$ cat config.mk
export PLATFORM = sky130hd
export DESIGN_NAME = stepper_position_pid_loop_core_flat
export DESIGN_NICKNAME = d
export VERILOG_FILES = /design/src/stp_pkg.sv /design/src/stp_in_if.sv /design/src/stp_out_if.sv /design/src/stp_mul.sv /design/src/stp_sdiv.sv /design/src/stepper_position_pid_loop_core.sv /design/src/flat_wrapper.sv
export SDC_FILE = /design/constraint.sdc
export NUM_CORES = 2
export LEC_CHECK = 0
export BUFFER_PORTS_ARGS = -buffer_cell sky130_fd_sc_hd__buf_4
export CAP_MARGIN = 5
export CORE_MARGIN = 2
export CORE_UTILIZATION = 65
export DETAILED_ROUTE_END_ITERATION = 10
export PLACE_DENSITY_LB_ADDON = 0.3
export SETUP_SLACK_MARGIN = 0.5
export SYNTH_ARGS = -nofsm -noshare
export SYNTH_HDL_FRONTEND = slang
export SYNTH_SLANG_ARGS = --single-unit
$ cat constraint.sdc
create_clock -name clk_i -period 18.96 [get_ports clk_i]
set_input_delay 0.948 -clock clk_i [delete_from_list [all_inputs] [get_ports clk_i]]
set_output_delay 0.948 -clock clk_i [all_outputs]
set_load 0.02 [all_outputs]
$ cat src/stp_pkg.sv
// ----------------------------------------------------------------------------
// stp_pkg
// Shared types, constants and helpers of the stepper position PID loop.
// ----------------------------------------------------------------------------
`default_nettype none

package stp_pkg;

  // parameter defaults
  localparam int unsigned COUNTS_PER_REV_DEF     = 16384;
  localparam int unsigned INTEGRAL_LIMIT_DEF     = 8192;
  localparam int unsigned FULL_STEPS_PER_REV_DEF = 200;

  // scale numerator: 8192 / microstep divisor
  localparam int unsigned SCALE_W   = 14;
  localparam logic [SCALE_W-1:0] SCALE_NUM = 14'd8192;
  localparam int unsigned UDIV_W    = 9;

  // floor(n / 100) == (n * DIV100_MAGIC) >> DIV100_SHIFT for any 32-bit n
  localparam logic [31:0] DIV100_MAGIC = 32'h51EB_851F;
  localparam int unsigned DIV100_SHIFT = 37;

  localparam logic [31:0] VC_GAIN = 32'd13;

  typedef enum logic [2:0] {
    CFG_STEP_OFFSET   = 3'd0,
    CFG_MICROSTEP_DIV = 3'd1,
    CFG_GAIN_P        = 3'd2,
    CFG_GAIN_I        = 3'd3,
    CFG_GAIN_D        = 3'd4,
    CFG_FILTER_A      = 3'd5,
    CFG_FILTER_B      = 3'd6,
    CFG_CURRENT_LIMIT = 3'd7
  } cfg_idx_e;

  typedef enum logic [3:0] {
    S_IDLE,
    S_UNWRAP,
    S_M_POS,
    S_M_FA,
    S_M_FB,
    S_M_FD,
    S_DFILT,
    S_M_SC,
    S_M_REC,
    S_TARGET,
    S_ERR,
    S_M_I,
    S_M_P,
    S_SUM,
    S_M_V,
    S_OUT
  } seq_state_e;

  // request to the shared multiplier
  typedef struct packed {
    logic        en;
    logic [31:0] a;
    logic [31:0] b;
  } mul_req_t;

  // signed divide by 2^sh, truncating toward zero
  function automatic logic [31:0] sdiv_pow2(logic [31:0] x, logic [4:0] sh);
    logic [31:0]        bias;
    logic signed [31:0] t;
    bias = x[31] ? ((32'd1 << sh) - 32'd1) : 32'd0;
    t    = signed'(x + bias);
    return 32'(t >>> sh);
  endfunction

endpackage

`default_nettype wire

$ cat src/stp_in_if.sv
// ----------------------------------------------------------------------------
// stp_in_if
// Input channel: encoder angle and step count per control tick.
// ----------------------------------------------------------------------------
`default_nettype none

interface stp_in_if;
  logic               valid;
  logic               ready;
  logic [13:0]        encoder_angle;
  logic signed [31:0] step_count;

  modport source (output valid, output encoder_angle, output step_count, input ready);
  modport sink   (input valid, input encoder_angle, input step_count, output ready);
endinterface

`default_nettype wire

$ cat src/stp_out_if.sv
// ----------------------------------------------------------------------------
// stp_out_if
// Output channel: phase angle, current magnitude and status flags.
// ----------------------------------------------------------------------------
`default_nettype none

interface stp_out_if;
  logic               valid;
  logic               ready;
  logic signed [31:0] phase_angle;
  logic [11:0]        current_ma;
  logic               error_clamped;
  logic               revolution_crossed;

  modport source (output valid, output phase_angle, output current_ma,
                  output error_clamped, output revolution_crossed, input ready);
  modport sink   (input valid, input phase_angle, input current_ma,
                  input error_clamped, input revolution_crossed, output ready);
endinterface

`default_nettype wire

$ cat src/stp_mul.sv
// ----------------------------------------------------------------------------
// stp_mul
// Shared 32x32 unsigned multiplier with a registered 64-bit product.
// ----------------------------------------------------------------------------
`default_nettype none

module stp_mul (
  input  wire logic              clk_i,
  input  wire stp_pkg::mul_req_t req_i,
  output      logic [63:0]       prod_o
);

  logic [63:0] prod_q;

  always_ff @(posedge clk_i) begin
    if (req_i.en) begin
      prod_q <= {32'd0, req_i.a} * {32'd0, req_i.b};
    end
  end

  assign prod_o = prod_q;

endmodule

`default_nettype wire

$ cat src/stp_sdiv.sv
// ----------------------------------------------------------------------------
// stp_sdiv
// Radix-2 restoring divider: 8192 / microstep divisor, one bit per cycle.
// ----------------------------------------------------------------------------
`default_nettype none

module stp_sdiv (
  input  wire logic                         clk_i,
  input  wire logic                         rst_ni,
  input  wire logic                         start_i,
  input  wire logic [stp_pkg::UDIV_W-1:0]   divisor_i,
  output      logic                         busy_o,
  output      logic [stp_pkg::SCALE_W-1:0]  quot_o
);

  localparam int unsigned CNT_W = $clog2(stp_pkg::SCALE_W);
  localparam logic [CNT_W-1:0] CNT_LAST = CNT_W'(stp_pkg::SCALE_W - 1);

  logic                         busy_q;
  logic [CNT_W-1:0]             cnt_q;
  logic [stp_pkg::UDIV_W-1:0]   den_q;
  logic [stp_pkg::UDIV_W-1:0]   rem_q;
  logic [stp_pkg::SCALE_W-1:0]  quot_q;
  logic [stp_pkg::UDIV_W:0]     rem_sh;
  logic                         fits;

  assign rem_sh = {rem_q, quot_q[stp_pkg::SCALE_W-1]};
  assign fits   = (rem_sh >= {1'b0, den_q});

  always_ff @(posedge clk_i or negedge rst_ni) begin
    if (!rst_ni) begin
      busy_q <= 1'b0;
      cnt_q  <= '0;
    end else if (start_i) begin
      busy_q <= 1'b1;
      cnt_q  <= CNT_LAST;
    end else if (busy_q) begin
      cnt_q <= cnt_q - CNT_W'(1);
      if (cnt_q == '0) begin
        busy_q <= 1'b0;
      end
    end
  end

  always_ff @(posedge clk_i) begin
    if (start_i) begin
      // a zero divisor counts as one
      den_q  <= (divisor_i == '0) ? stp_pkg::UDIV_W'(1) : divisor_i;
      rem_q  <= '0;
      quot_q <= stp_pkg::SCALE_NUM;
    end else if (busy_q) begin
      rem_q  <= fits ? stp_pkg::UDIV_W'(rem_sh - {1'b0, den_q})
                     : rem_sh[stp_pkg::UDIV_W-1:0];
      quot_q <= {quot_q[stp_pkg::SCALE_W-2:0], fits};
    end
  end

  assign busy_o = busy_q;
  assign quot_o = quot_q;

endmodule

`default_nettype wire

$ cat src/stepper_position_pid_loop_core.sv
// ----------------------------------------------------------------------------
// stepper_position_pid_loop_core
// Closed-loop stepper position PID: target from step count, multi-turn
// encoder unwrap, clamped error, PID with filtered derivative, phase/current.
//
//   channel   dir  handshake          payload
//   in_ch     in   valid/ready        encoder_angle, step_count
//   out_ch    out  valid/ready        phase_angle, current_ma, flags
//   cfg       in   cfg_we_i           cfg_idx_i, cfg_wdata_i
//
// One item at a time: the sequencer runs alongside the serial divide of the
// microstep scale and waits for it before 8 further steps (5 of them shared
// 32x32 multiplier passes) and the output load. in_ch.ready is high only when
// the sequencer idles. A finished result sits in the output register; the next
// item is taken while it waits, and the sequencer holds in its last step until
// it is free. Async reset.
// ----------------------------------------------------------------------------
`default_nettype none

module stepper_position_pid_loop_core #(
  parameter int unsigned COUNTS_PER_REV     = stp_pkg::COUNTS_PER_REV_DEF,
  parameter int unsigned INTEGRAL_LIMIT     = stp_pkg::INTEGRAL_LIMIT_DEF,
  parameter int unsigned FULL_STEPS_PER_REV = stp_pkg::FULL_STEPS_PER_REV_DEF
) (
  input  wire logic        clk_i,
  input  wire logic        rst_ni,
  stp_in_if.sink           in_ch,
  stp_out_if.source        out_ch,
  input  wire logic        cfg_we_i,
  input  wire logic [2:0]  cfg_idx_i,
  input  wire logic [31:0] cfg_wdata_i
);

  localparam logic [31:0] CPR       = 32'(COUNTS_PER_REV);
  localparam logic [31:0] HALF      = 32'(COUNTS_PER_REV / 2);
  localparam logic [31:0] ELIM      = 32'(COUNTS_PER_REV / 10);
  localparam logic [31:0] ILIM      = 32'(INTEGRAL_LIMIT);
  localparam logic [31:0] FULLSTEP  = 32'(COUNTS_PER_REV / FULL_STEPS_PER_REV);
  localparam logic [31:0] NEG_HALF  = 32'd0 - HALF;
  localparam logic [31:0] NEG_ELIM  = 32'd0 - ELIM;
  localparam logic [31:0] NEG_ILIM  = 32'd0 - ILIM;
  localparam int unsigned Q100_W    = 64 - stp_pkg::DIV100_SHIFT;

  // configuration
  logic [31:0]                offset_q;
  logic [stp_pkg::UDIV_W-1:0] udiv_q;
  logic [11:0]                kp_q, ki_q, kd_q, cur_lim_q;
  logic [7:0]                 fa_q, fb_q;

  // loop state
  logic [13:0] prev_ang_q;
  logic [31:0] rev_q, prev_pos_q, integ_q, dfilt_q;

  // per-item working registers
  logic [13:0] enc_q;
  logic [31:0] steps_q, pos_q, delta_q, ta_q, target_q, err_q, v_q;
  logic        crossed_q, neg_q, clamped_q;

  // output register
  logic        out_v_q;
  logic [31:0] out_phase_q;
  logic [11:0] out_cur_q;
  logic        out_clamp_q, out_cross_q;

  stp_pkg::seq_state_e state_q, state_d;
  stp_pkg::mul_req_t   mreq;
  logic [63:0]         prod;
  logic [31:0]         p32;
  logic                div_busy;
  logic [stp_pkg::SCALE_W-1:0] scale;
  logic                in_xfer, out_free;

  assign in_xfer  = in_ch.valid && in_ch.ready;
  assign out_free = !out_v_q || out_ch.ready;
  assign p32      = prod[31:0];

  stp_mul u_mul (
    .clk_i  (clk_i),
    .req_i  (mreq),
    .prod_o (prod)
  );

  stp_sdiv u_sdiv (
    .clk_i     (clk_i),
    .rst_ni    (rst_ni),
    .start_i   (in_xfer),
    .divisor_i (udiv_q),
    .busy_o    (div_busy),
    .quot_o    (scale)
  );

  // ---------------- configuration ----------------
  always_ff @(posedge clk_i or negedge rst_ni) begin
    if (!rst_ni) begin
      offset_q  <= '0;
      udiv_q    <= stp_pkg::UDIV_W'(16);
      kp_q      <= '0;
      ki_q      <= '0;
      kd_q      <= '0;
      fa_q      <= '0;
      fb_q      <= '0;
      cur_lim_q <= 12'd3300;
    end else if (cfg_we_i) begin
      case (stp_pkg::cfg_idx_e'(cfg_idx_i))
        stp_pkg::CFG_STEP_OFFSET:   offset_q  <= cfg_wdata_i;
        stp_pkg::CFG_MICROSTEP_DIV: udiv_q    <= cfg_wdata_i[stp_pkg::UDIV_W-1:0];
        stp_pkg::CFG_GAIN_P:        kp_q      <= cfg_wdata_i[11:0];
        stp_pkg::CFG_GAIN_I:        ki_q      <= cfg_wdata_i[11:0];
        stp_pkg::CFG_GAIN_D:        kd_q      <= cfg_wdata_i[11:0];
        stp_pkg::CFG_FILTER_A:      fa_q      <= cfg_wdata_i[7:0];
        stp_pkg::CFG_FILTER_B:      fb_q      <= cfg_wdata_i[7:0];
        stp_pkg::CFG_CURRENT_LIMIT: cur_lim_q <= cfg_wdata_i[11:0];
        default: ;
      endcase
    end
  end

  // ---------------- sequencer ----------------
  always_ff @(posedge clk_i or negedge rst_ni) begin
    if (!rst_ni) begin
      state_q <= stp_pkg::S_IDLE;
    end else begin
      state_q <= state_d;
    end
  end

  always_comb begin
    state_d = state_q;
    case (state_q)
      stp_pkg::S_IDLE:   if (in_xfer) state_d = stp_pkg::S_UNWRAP;
      stp_pkg::S_UNWRAP: state_d = stp_pkg::S_M_POS;
      stp_pkg::S_M_POS:  state_d = stp_pkg::S_M_FA;
      stp_pkg::S_M_FA:   state_d = stp_pkg::S_M_FB;
      stp_pkg::S_M_FB:   state_d = stp_pkg::S_M_FD;
      stp_pkg::S_M_FD:   state_d = stp_pkg::S_DFILT;
      stp_pkg::S_DFILT:  state_d = stp_pkg::S_M_SC;
      stp_pkg::S_M_SC:   if (!div_busy) state_d = stp_pkg::S_M_REC;
      stp_pkg::S_M_REC:  state_d = stp_pkg::S_TARGET;
      stp_pkg::S_TARGET: state_d = stp_pkg::S_ERR;
      stp_pkg::S_ERR:    state_d = stp_pkg::S_M_I;
      stp_pkg::S_M_I:    state_d = stp_pkg::S_M_P;
      stp_pkg::S_M_P:    state_d = stp_pkg::S_SUM;
      stp_pkg::S_SUM:    state_d = stp_pkg::S_M_V;
      stp_pkg::S_M_V:    state_d = stp_pkg::S_OUT;
      stp_pkg::S_OUT:    if (out_free) state_d = stp_pkg::S_IDLE;
      default:           state_d = stp_pkg::S_IDLE;
    endcase
  end

  // multiplier operand select
  always_comb begin
    mreq = '0;
    case (state_q)
      stp_pkg::S_M_POS: begin
        mreq = '{en: 1'b1, a: CPR, b: rev_q};
      end
      stp_pkg::S_M_FA: begin
        mreq = '{en: 1'b1, a: {24'd0, fa_q}, b: dfilt_q};
      end
      stp_pkg::S_M_FB: begin
        mreq = '{en: 1'b1, a: {24'd0, fb_q}, b: {20'd0, kd_q}};
      end
      stp_pkg::S_M_FD: begin
        mreq = '{en: 1'b1, a: p32, b: delta_q};
      end
      stp_pkg::S_M_SC: begin
        mreq = '{en: !div_busy, a: {18'd0, scale}, b: steps_q};
      end
      stp_pkg::S_M_REC: begin
        // magnitude of the scaled count; sign restored after the divide
        mreq = '{en: 1'b1, a: (p32[31] ? 32'd0 - p32 : p32), b: stp_pkg::DIV100_MAGIC};
      end
      stp_pkg::S_M_I: begin
        mreq = '{en: 1'b1, a: {20'd0, ki_q}, b: err_q};
      end
      stp_pkg::S_M_P: begin
        mreq = '{en: 1'b1, a: {20'd0, kp_q}, b: err_q};
      end
      stp_pkg::S_M_V: begin
        mreq = '{en: 1'b1, a: v_q, b: stp_pkg::VC_GAIN};
      end
      default: mreq = '0;
    endcase
  end

  // ---------------- datapath ----------------
  logic [31:0] jump, pos_n, e_raw, isum, q100, q100_s, vsum;
  logic [31:0] theta, mag, vc;

  assign jump   = {18'd0, enc_q} - {18'd0, prev_ang_q};
  assign pos_n  = {18'd0, enc_q} + p32;
  assign e_raw  = target_q - pos_q;
  assign isum   = integ_q + stp_pkg::sdiv_pow2(p32, 5'd5);
  assign q100   = {{(32 - Q100_W){1'b0}}, prod[63:stp_pkg::DIV100_SHIFT]};
  assign q100_s = neg_q ? 32'd0 - q100 : q100;
  assign vsum   = p32 + integ_q + dfilt_q;
  assign vc     = p32;

  always_comb begin
    if ($signed(vc) > 0) begin
      theta = {18'd0, enc_q} + FULLSTEP + delta_q;
      mag   = vc;
    end else if ($signed(vc) < 0) begin
      theta = {18'd0, enc_q} - FULLSTEP + delta_q;
      mag   = 32'd0 - vc;
    end else begin
      theta = {18'd0, enc_q};
      mag   = '0;
    end
  end

  // loop state, cleared by reset
  always_ff @(posedge clk_i or negedge rst_ni) begin
    if (!rst_ni) begin
      prev_ang_q <= '0;
      rev_q      <= '0;
      prev_pos_q <= '0;
      integ_q    <= '0;
      dfilt_q    <= '0;
    end else begin
      case (state_q)
        stp_pkg::S_UNWRAP: begin
          prev_ang_q <= enc_q;
          if ($signed(jump) > $signed(HALF)) begin
            rev_q <= rev_q - 32'd1;
          end else if ($signed(jump) < $signed(NEG_HALF)) begin
            rev_q <= rev_q + 32'd1;
          end
        end
        stp_pkg::S_M_FA: prev_pos_q <= pos_n;
        stp_pkg::S_DFILT: dfilt_q <= ta_q - stp_pkg::sdiv_pow2(p32, 5'd3);
        stp_pkg::S_M_P: begin
          if ($signed(isum) > $signed(ILIM)) begin
            integ_q <= ILIM;
          end else if ($signed(isum) < $signed(NEG_ILIM)) begin
            integ_q <= NEG_ILIM;
          end else begin
            integ_q <= isum;
          end
        end
        default: ;
      endcase
    end
  end

  // per-item working registers
  always_ff @(posedge clk_i) begin
    case (state_q)
      stp_pkg::S_IDLE: begin
        if (in_xfer) begin
          enc_q   <= in_ch.encoder_angle;
          steps_q <= in_ch.step_count;
        end
      end
      stp_pkg::S_UNWRAP: begin
        crossed_q <= ($signed(jump) > $signed(HALF)) || ($signed(jump) < $signed(NEG_HALF));
      end
      stp_pkg::S_M_FA: begin
        pos_q   <= pos_n;
        delta_q <= pos_n - prev_pos_q;
      end
      stp_pkg::S_M_FB:   ta_q  <= stp_pkg::sdiv_pow2(p32, 5'd7);
      stp_pkg::S_M_REC:  neg_q <= p32[31];
      stp_pkg::S_TARGET: target_q <= offset_q + q100_s;
      stp_pkg::S_ERR: begin
        if ($signed(e_raw) > $signed(ELIM)) begin
          err_q     <= ELIM;
          clamped_q <= 1'b1;
        end else if ($signed(e_raw) < $signed(NEG_ELIM)) begin
          err_q     <= NEG_ELIM;
          clamped_q <= 1'b1;
        end else begin
          err_q     <= e_raw;
          clamped_q <= 1'b0;
        end
      end
      stp_pkg::S_SUM: v_q <= stp_pkg::sdiv_pow2(vsum, 5'd7);
      default: ;
    endcase
  end

  // ---------------- output register ----------------
  logic out_load;
  assign out_load = (state_q == stp_pkg::S_OUT) && out_free;

  always_ff @(posedge clk_i or negedge rst_ni) begin
    if (!rst_ni) begin
      out_v_q <= 1'b0;
    end else if (out_load) begin
      out_v_q <= 1'b1;
    end else if (out_ch.ready) begin
      out_v_q <= 1'b0;
    end
  end

  always_ff @(posedge clk_i) begin
    if (out_load) begin
      out_phase_q <= theta;
      out_clamp_q <= clamped_q;
      out_cross_q <= crossed_q;
      if ($signed(mag) > $signed({20'd0, cur_lim_q})) begin
        out_cur_q <= cur_lim_q;
      end else if (mag[31]) begin
        out_cur_q <= '0;
      end else begin
        out_cur_q <= mag[11:0];
      end
    end
  end

  assign in_ch.ready               = (state_q == stp_pkg::S_IDLE);
  assign out_ch.valid              = out_v_q;
  assign out_ch.phase_angle        = out_phase_q;
  assign out_ch.current_ma         = out_cur_q;
  assign out_ch.error_clamped      = out_clamp_q;
  assign out_ch.revolution_crossed = out_cross_q;

  // ---------------- assertions ----------------
  a_div_starts: assert property (@(posedge clk_i) disable iff (!rst_ni)
    in_xfer |=> div_busy && (state_q == stp_pkg::S_UNWRAP))
    else $error("scale divide not running after item transfer");

  a_integ_lim: assert property (@(posedge clk_i) disable iff (!rst_ni)
    ($signed(integ_q) <= $signed(ILIM)) && ($signed(integ_q) >= $signed(NEG_ILIM)))
    else $error("integral outside its limit");

  a_err_lim: assert property (@(posedge clk_i) disable iff (!rst_ni)
    (state_q == stp_pkg::S_M_I) |->
      (($signed(err_q) <= $signed(ELIM)) && ($signed(err_q) >= $signed(NEG_ELIM))))
    else $error("error outside clamp");

  a_sc_waits: assert property (@(posedge clk_i) disable iff (!rst_ni)
    (state_q == stp_pkg::S_M_REC) |-> !$past(div_busy))
    else $error("scale used before divide finished");

  a_load_free: assert property (@(posedge clk_i) disable iff (!rst_ni)
    out_load |-> (!out_v_q || out_ch.ready))
    else $error("output register overwritten");

endmodule

`default_nettype wire

$ cat src/flat_wrapper.sv
// flat-port wrapper written by rule: the top's interface ports become plain ports
module stepper_position_pid_loop_core_flat 
#(
  parameter int unsigned COUNTS_PER_REV     = stp_pkg::COUNTS_PER_REV_DEF,
  parameter int unsigned INTEGRAL_LIMIT     = stp_pkg::INTEGRAL_LIMIT_DEF,
  parameter int unsigned FULL_STEPS_PER_REV = stp_pkg::FULL_STEPS_PER_REV_DEF
)
  (clk_i, rst_ni, cfg_we_i, cfg_idx_i, cfg_wdata_i, in_ch_valid, in_ch_encoder_angle, in_ch_step_count, in_ch_ready, out_ch_valid, out_ch_phase_angle, out_ch_current_ma, out_ch_error_clamped, out_ch_revolution_crossed, out_ch_ready);
  stp_in_if in_ch_i ();
  stp_out_if out_ch_i ();
  input  wire logic clk_i;
  input  wire logic rst_ni;
  input  wire logic cfg_we_i;
  input  wire logic [2:0] cfg_idx_i;
  input  wire logic [31:0] cfg_wdata_i;
  input wire logic [$bits(in_ch_i.valid)-1:0] in_ch_valid;
  input wire logic [$bits(in_ch_i.encoder_angle)-1:0] in_ch_encoder_angle;
  input wire logic [$bits(in_ch_i.step_count)-1:0] in_ch_step_count;
  output wire logic [$bits(in_ch_i.ready)-1:0] in_ch_ready;
  output wire logic [$bits(out_ch_i.valid)-1:0] out_ch_valid;
  output wire logic [$bits(out_ch_i.phase_angle)-1:0] out_ch_phase_angle;
  output wire logic [$bits(out_ch_i.current_ma)-1:0] out_ch_current_ma;
  output wire logic [$bits(out_ch_i.error_clamped)-1:0] out_ch_error_clamped;
  output wire logic [$bits(out_ch_i.revolution_crossed)-1:0] out_ch_revolution_crossed;
  input wire logic [$bits(out_ch_i.ready)-1:0] out_ch_ready;
  assign in_ch_i.valid = in_ch_valid;
  assign in_ch_i.encoder_angle = in_ch_encoder_angle;
  assign in_ch_i.step_count = in_ch_step_count;
  assign in_ch_ready = in_ch_i.ready;
  assign out_ch_valid = out_ch_i.valid;
  assign out_ch_phase_angle = out_ch_i.phase_angle;
  assign out_ch_current_ma = out_ch_i.current_ma;
  assign out_ch_error_clamped = out_ch_i.error_clamped;
  assign out_ch_revolution_crossed = out_ch_i.revolution_crossed;
  assign out_ch_i.ready = out_ch_ready;
  stepper_position_pid_loop_core #(.COUNTS_PER_REV(COUNTS_PER_REV), .INTEGRAL_LIMIT(INTEGRAL_LIMIT), .FULL_STEPS_PER_REV(FULL_STEPS_PER_REV)) u_core (.clk_i(clk_i), .rst_ni(rst_ni), .in_ch(in_ch_i), .out_ch(out_ch_i), .cfg_we_i(cfg_we_i), .cfg_idx_i(cfg_idx_i), .cfg_wdata_i(cfg_wdata_i));
endmodule
==> results.json <==
{
  "maxSlewViolCount": 0,
  "die_area_um2": 120000,
  "seq_area_um2": 17100,
  "synth_xor_area_frac": 0.0579,
  "synth_warnings": 0,
  "route.detailed.drc": 0,
  "io_buffers": 133,
  "critPathBufInv": 4,
  "grt.met1_usage": 0.560,
  "num_vias": 64600,
  "die-height_um": 346,
  "yosysSeqAreaShare": 0.224,
  "syn-num-nets": 9932,
  "critPathMaxStageDelay_ns": 0.79,
  "tightest_slew_ns": 1.40,
  "worst_path_most_repeated_cell": "fa_1",
  "place_congestion": 1.03,
  "final.setup_skew_ns": 0.0429,
  "slew_headroom": 0.0604,
  "yosys.area_share.adder": 0.344,
  "antenna_found_initial": 21,
  "grt_usage": 0.453,
  "drt-pass1-iter-count": 10,
  "final_antenna_net_count": 0,
  "muxShareOfSynthArea": 0.0270,
  "finalCriticalPeriod_ns": 12.17,
  "cp_max_fo": 16,
  "h-tree-depth": 3,
  "synth_edf_count": 341,
  "synth-seq-cells": 619,
  "worstPathRequired_ns": 19.39,
  "cp-end-kind": "flip-flop",
  "synth_cell_types": 98,
  "synth_top_family_by_area": "adder cells",
  "hpwl_um": 206000,
  "drive_above_1_share": 0.0774,
  "cts_setup_buffers": 0,
  "avgSynthCellArea_um2": 9.15,
  "cts-root-buf": "clkbuf_16",
  "finalHoldViolCount": 0,
  "setup_viol": 0,
  "netlist.area_leader.share": 0.247,
  "fillers": 8932,
  "grt_start_max_net_pins": 83,
  "cts_hold_buf": 0,
  "met3_usage": 0.157,
  "cts_buffers": 77,
  "fmax_ghz": 0.0821,
  "cp_slowest_cell": "and3_1",
  "syn_area_um2": 76100,
  "clkTransAtPathRegs_ns": 0.07,
  "multi_input_area_um2": 53500,
  "critPathLaunchType": "flip-flop",
  "cts_sinks": 619,
  "grt_pass1_wl_um": 404000,
  "fin_tns_setup_ns": 0,
  "rsz0062_at_grt": "no",
  "fin_crit_sh": 0.642,
  "grt_busiest_layer": "met2",
  "synthToLayoutAreaGrowth_pct": 7.10,
  "wl_um": 269000,
  "status": "completed",
  "die_w_um": 346,
  "hold_path_class": "primary input to async pin",
  "synth-simple-area-share": 0.149,
  "wire_per_inst_um": 27.2,
  "netlist_instances": 8318,
  "cts_tree": "yes",
  "viasPerCell": 6.53,
  "cpLargestDelayFamily": "adder cells",
  "async_reset_ff_frac": 0.412,
  "num_rows": 125,
  "final_nets": 9911,
  "drt_iter0_drc": 7472,
  "drv_cap": 0,
  "overflow": 0,
  "critPathKind": "flip-flop to flip-flop",
  "crit_arrival_ns": 12.61,
  "met2_usage": 0.668,
  "synth_compound_area_frac": 0.122,
  "clkLatencyLatePin_ns": 0.72,
  "core_area_um2": 116000,
  "cts_resized": 0,
  "initial_utilization": 0.655,
  "first_global_vias": 65400,
  "cts_buffer_depth": 3,
  "ios": 134,
  "synth_ff_type": "edfxtp_1",
  "synth_area_leaders": "fa_1, edfxtp_1, ha_1, dfrtp_1, inv_1",
  "synth_top_cell_by_area": "fa_1"
}
[registers in the layout (all words and copies together) (netlist names), 14 cells and up]
| signal | cells |
|---|---|
| u_core.dfilt_q | 30 |
| u_core.prev_ang_q | 14 |
| u_core.err_q | 32 |
| u_core.rev_q | 32 |
| u_core.out_ch.phase_angle | 32 |
| u_core.u_sdiv.quot_o | 14 |
| u_core.integ_q | 32 |
| u_core.target_q | 32 |
| u_core.offset_q | 32 |
| u_core.v_q | 25 |
| u_core.delta_q | 32 |
| u_core.enc_q | 14 |
| u_core.pos_q | 32 |
| u_core.prev_pos_q | 32 |
| u_core.ta_q | 25 |
| u_core.u_mul.prod_o | 59 |
| u_core.steps_q | 32 |
[metrics by stage]
step | setup slack (ns) | utilization | area [um2] | cells | hold WS, ns
4_1_cts | 6.94 | 0.701 | 81500 | 9886 | 0.255
5_1_grt | 6.31 | 0.701 | 81500 | 9886 | 0.249
3_5_place_dp | 6.99 | 0.679 | 78900 | 9742 | 0.427
2_1_floorplan | 8.91 | - | 76100 | 8318 | 0.400
3_3_place_gp | 7.28 | 0.679 | 78900 | 9742 | 0.405
6_report | 6.79 | 0.702 | 81500 | 9898 | 0.200
[logic make-up (layout without fill, tap and decap cells)]
| logic type | after synthesis | count (layout) |
|---|---|---|
| AND/OR/NAND/NOR | 2540 | 2540 |
| AO/OA/AOI/OAI | 1405 | 1405 |
| XOR/XNOR | 502 | 502 |
| buffers and inverters | 1537 | 1581 |
| other | 0 | 12 |
| flip-flops | 619 | 619 |
| multiplexers | 187 | 187 |
| adder cells (fa/ha/maj) | 1528 | 1528 |
[Yosys cell counts (all sizes together), types with 60 or more instances]
cell / number
o21ai: 312
nand3: 126
edfxtp: 341
o21a: 81
xor2: 188
a21o: 151
dfrtp: 248
xnor2: 313
ha: 589
nor2: 816
a211oi: 60
nor3: 109
nand4: 87
inv: 1148
fa: 939
nand2: 972
and3: 70
a21oi: 338
mux2: 147
nand2b: 65
clkbuf: 343
[worst register-to-register path, delay by kind of cell (launching register included)]
family	cells	cell delay, ns
fa+ha+maj	9	4.34
buf+inv	4	0.47
compound gates	11	3.43
flops	1	0.66
simple gates	9	2.99
[cells in the final DEF (no fill, tap or decap), types with 17 or more instances in the layout]
cell | synthesis | routed
mux2_2 | 145 | 145
buf_4 | 3 | 288
a222oi_1 | 23 | 23
clkbuf_16 | 0 | 81
edfxtp_1 | 341 | 341
o21ai_1 | 17 | 17
xnor2_1 | 313 | 313
dfrtp_1 | 248 | 248
dfxtp_1 | 23 | 23
o21a_1 | 81 | 81
a21o_1 | 151 | 151
a22oi_1 | 52 | 52
o21ai_0 | 294 | 293
xor2_1 | 188 | 188
or3_1 | 48 | 48
o21bai_1 | 47 | 47
o211ai_1 | 28 | 28
nor2_1 | 815 | 806
mux2i_1 | 40 | 40
nor4_1 | 26 | 26
fa_1 | 939 | 939
a31oi_1 | 34 | 34
ha_1 | 589 | 589
a22o_1 | 23 | 23
o31ai_1 | 54 | 54
nor3_1 | 108 | 100
nand4_1 | 87 | 87
nand3_1 | 126 | 126
and2_1 | 52 | 52
nand2b_1 | 65 | 65
a211oi_1 | 60 | 60
a221oi_1 | 22 | 20
nor2b_1 | 50 | 50
and4_1 | 35 | 34
and3_1 | 70 | 70
inv_1 | 1147 | 1146
or2_2 | 17 | 17
a21oi_1 | 338 | 336
nand2_1 | 972 | 970
[per-layer routing]
layer  vias up  routed length (um)
li1      27600                   -
met1     31700               95700
met2      4179              114000
met3      1141               35900
met4        22               23100
met5         -                 148
[path summary, 6_finish.rpt]
check	slack (ns)	start	cells after the start	to
min reg2reg	0.44	u_core.crossed_q	0	u_core.out_ch.revolution_crossed
min in group clk_i	0.41	in_ch_step_count[6]	1	u_core.steps_q[6]
min	0.20	rst_ni	1	u_core.offset_q[31]
max in group asynchronous	16.42	rst_ni	3	u_core.kp_q[0]
max	6.79	u_core.u_mul.prod_o[10]	33	u_core.u_mul.prod_o[61]
max reg2reg	6.79	u_core.u_mul.prod_o[10]	33	u_core.u_mul.prod_o[61]
[layout make-up]
class,count,area share
Clock buffer,104,0.0269
Tap cell,1524,0.0234
Inverter,1148,0.0529
Clock inverter,40,0.00462
Sequential cell,619,0.210
Multi-Input combinational cell,6162,0.656
Timing Repair Buffer,289,0.0267
Antenna cell,12,0.000368
Power is left out: the tool's default activity adds up to more than one toggle a clock period on the data nets, which glitch-free logic cannot reach.
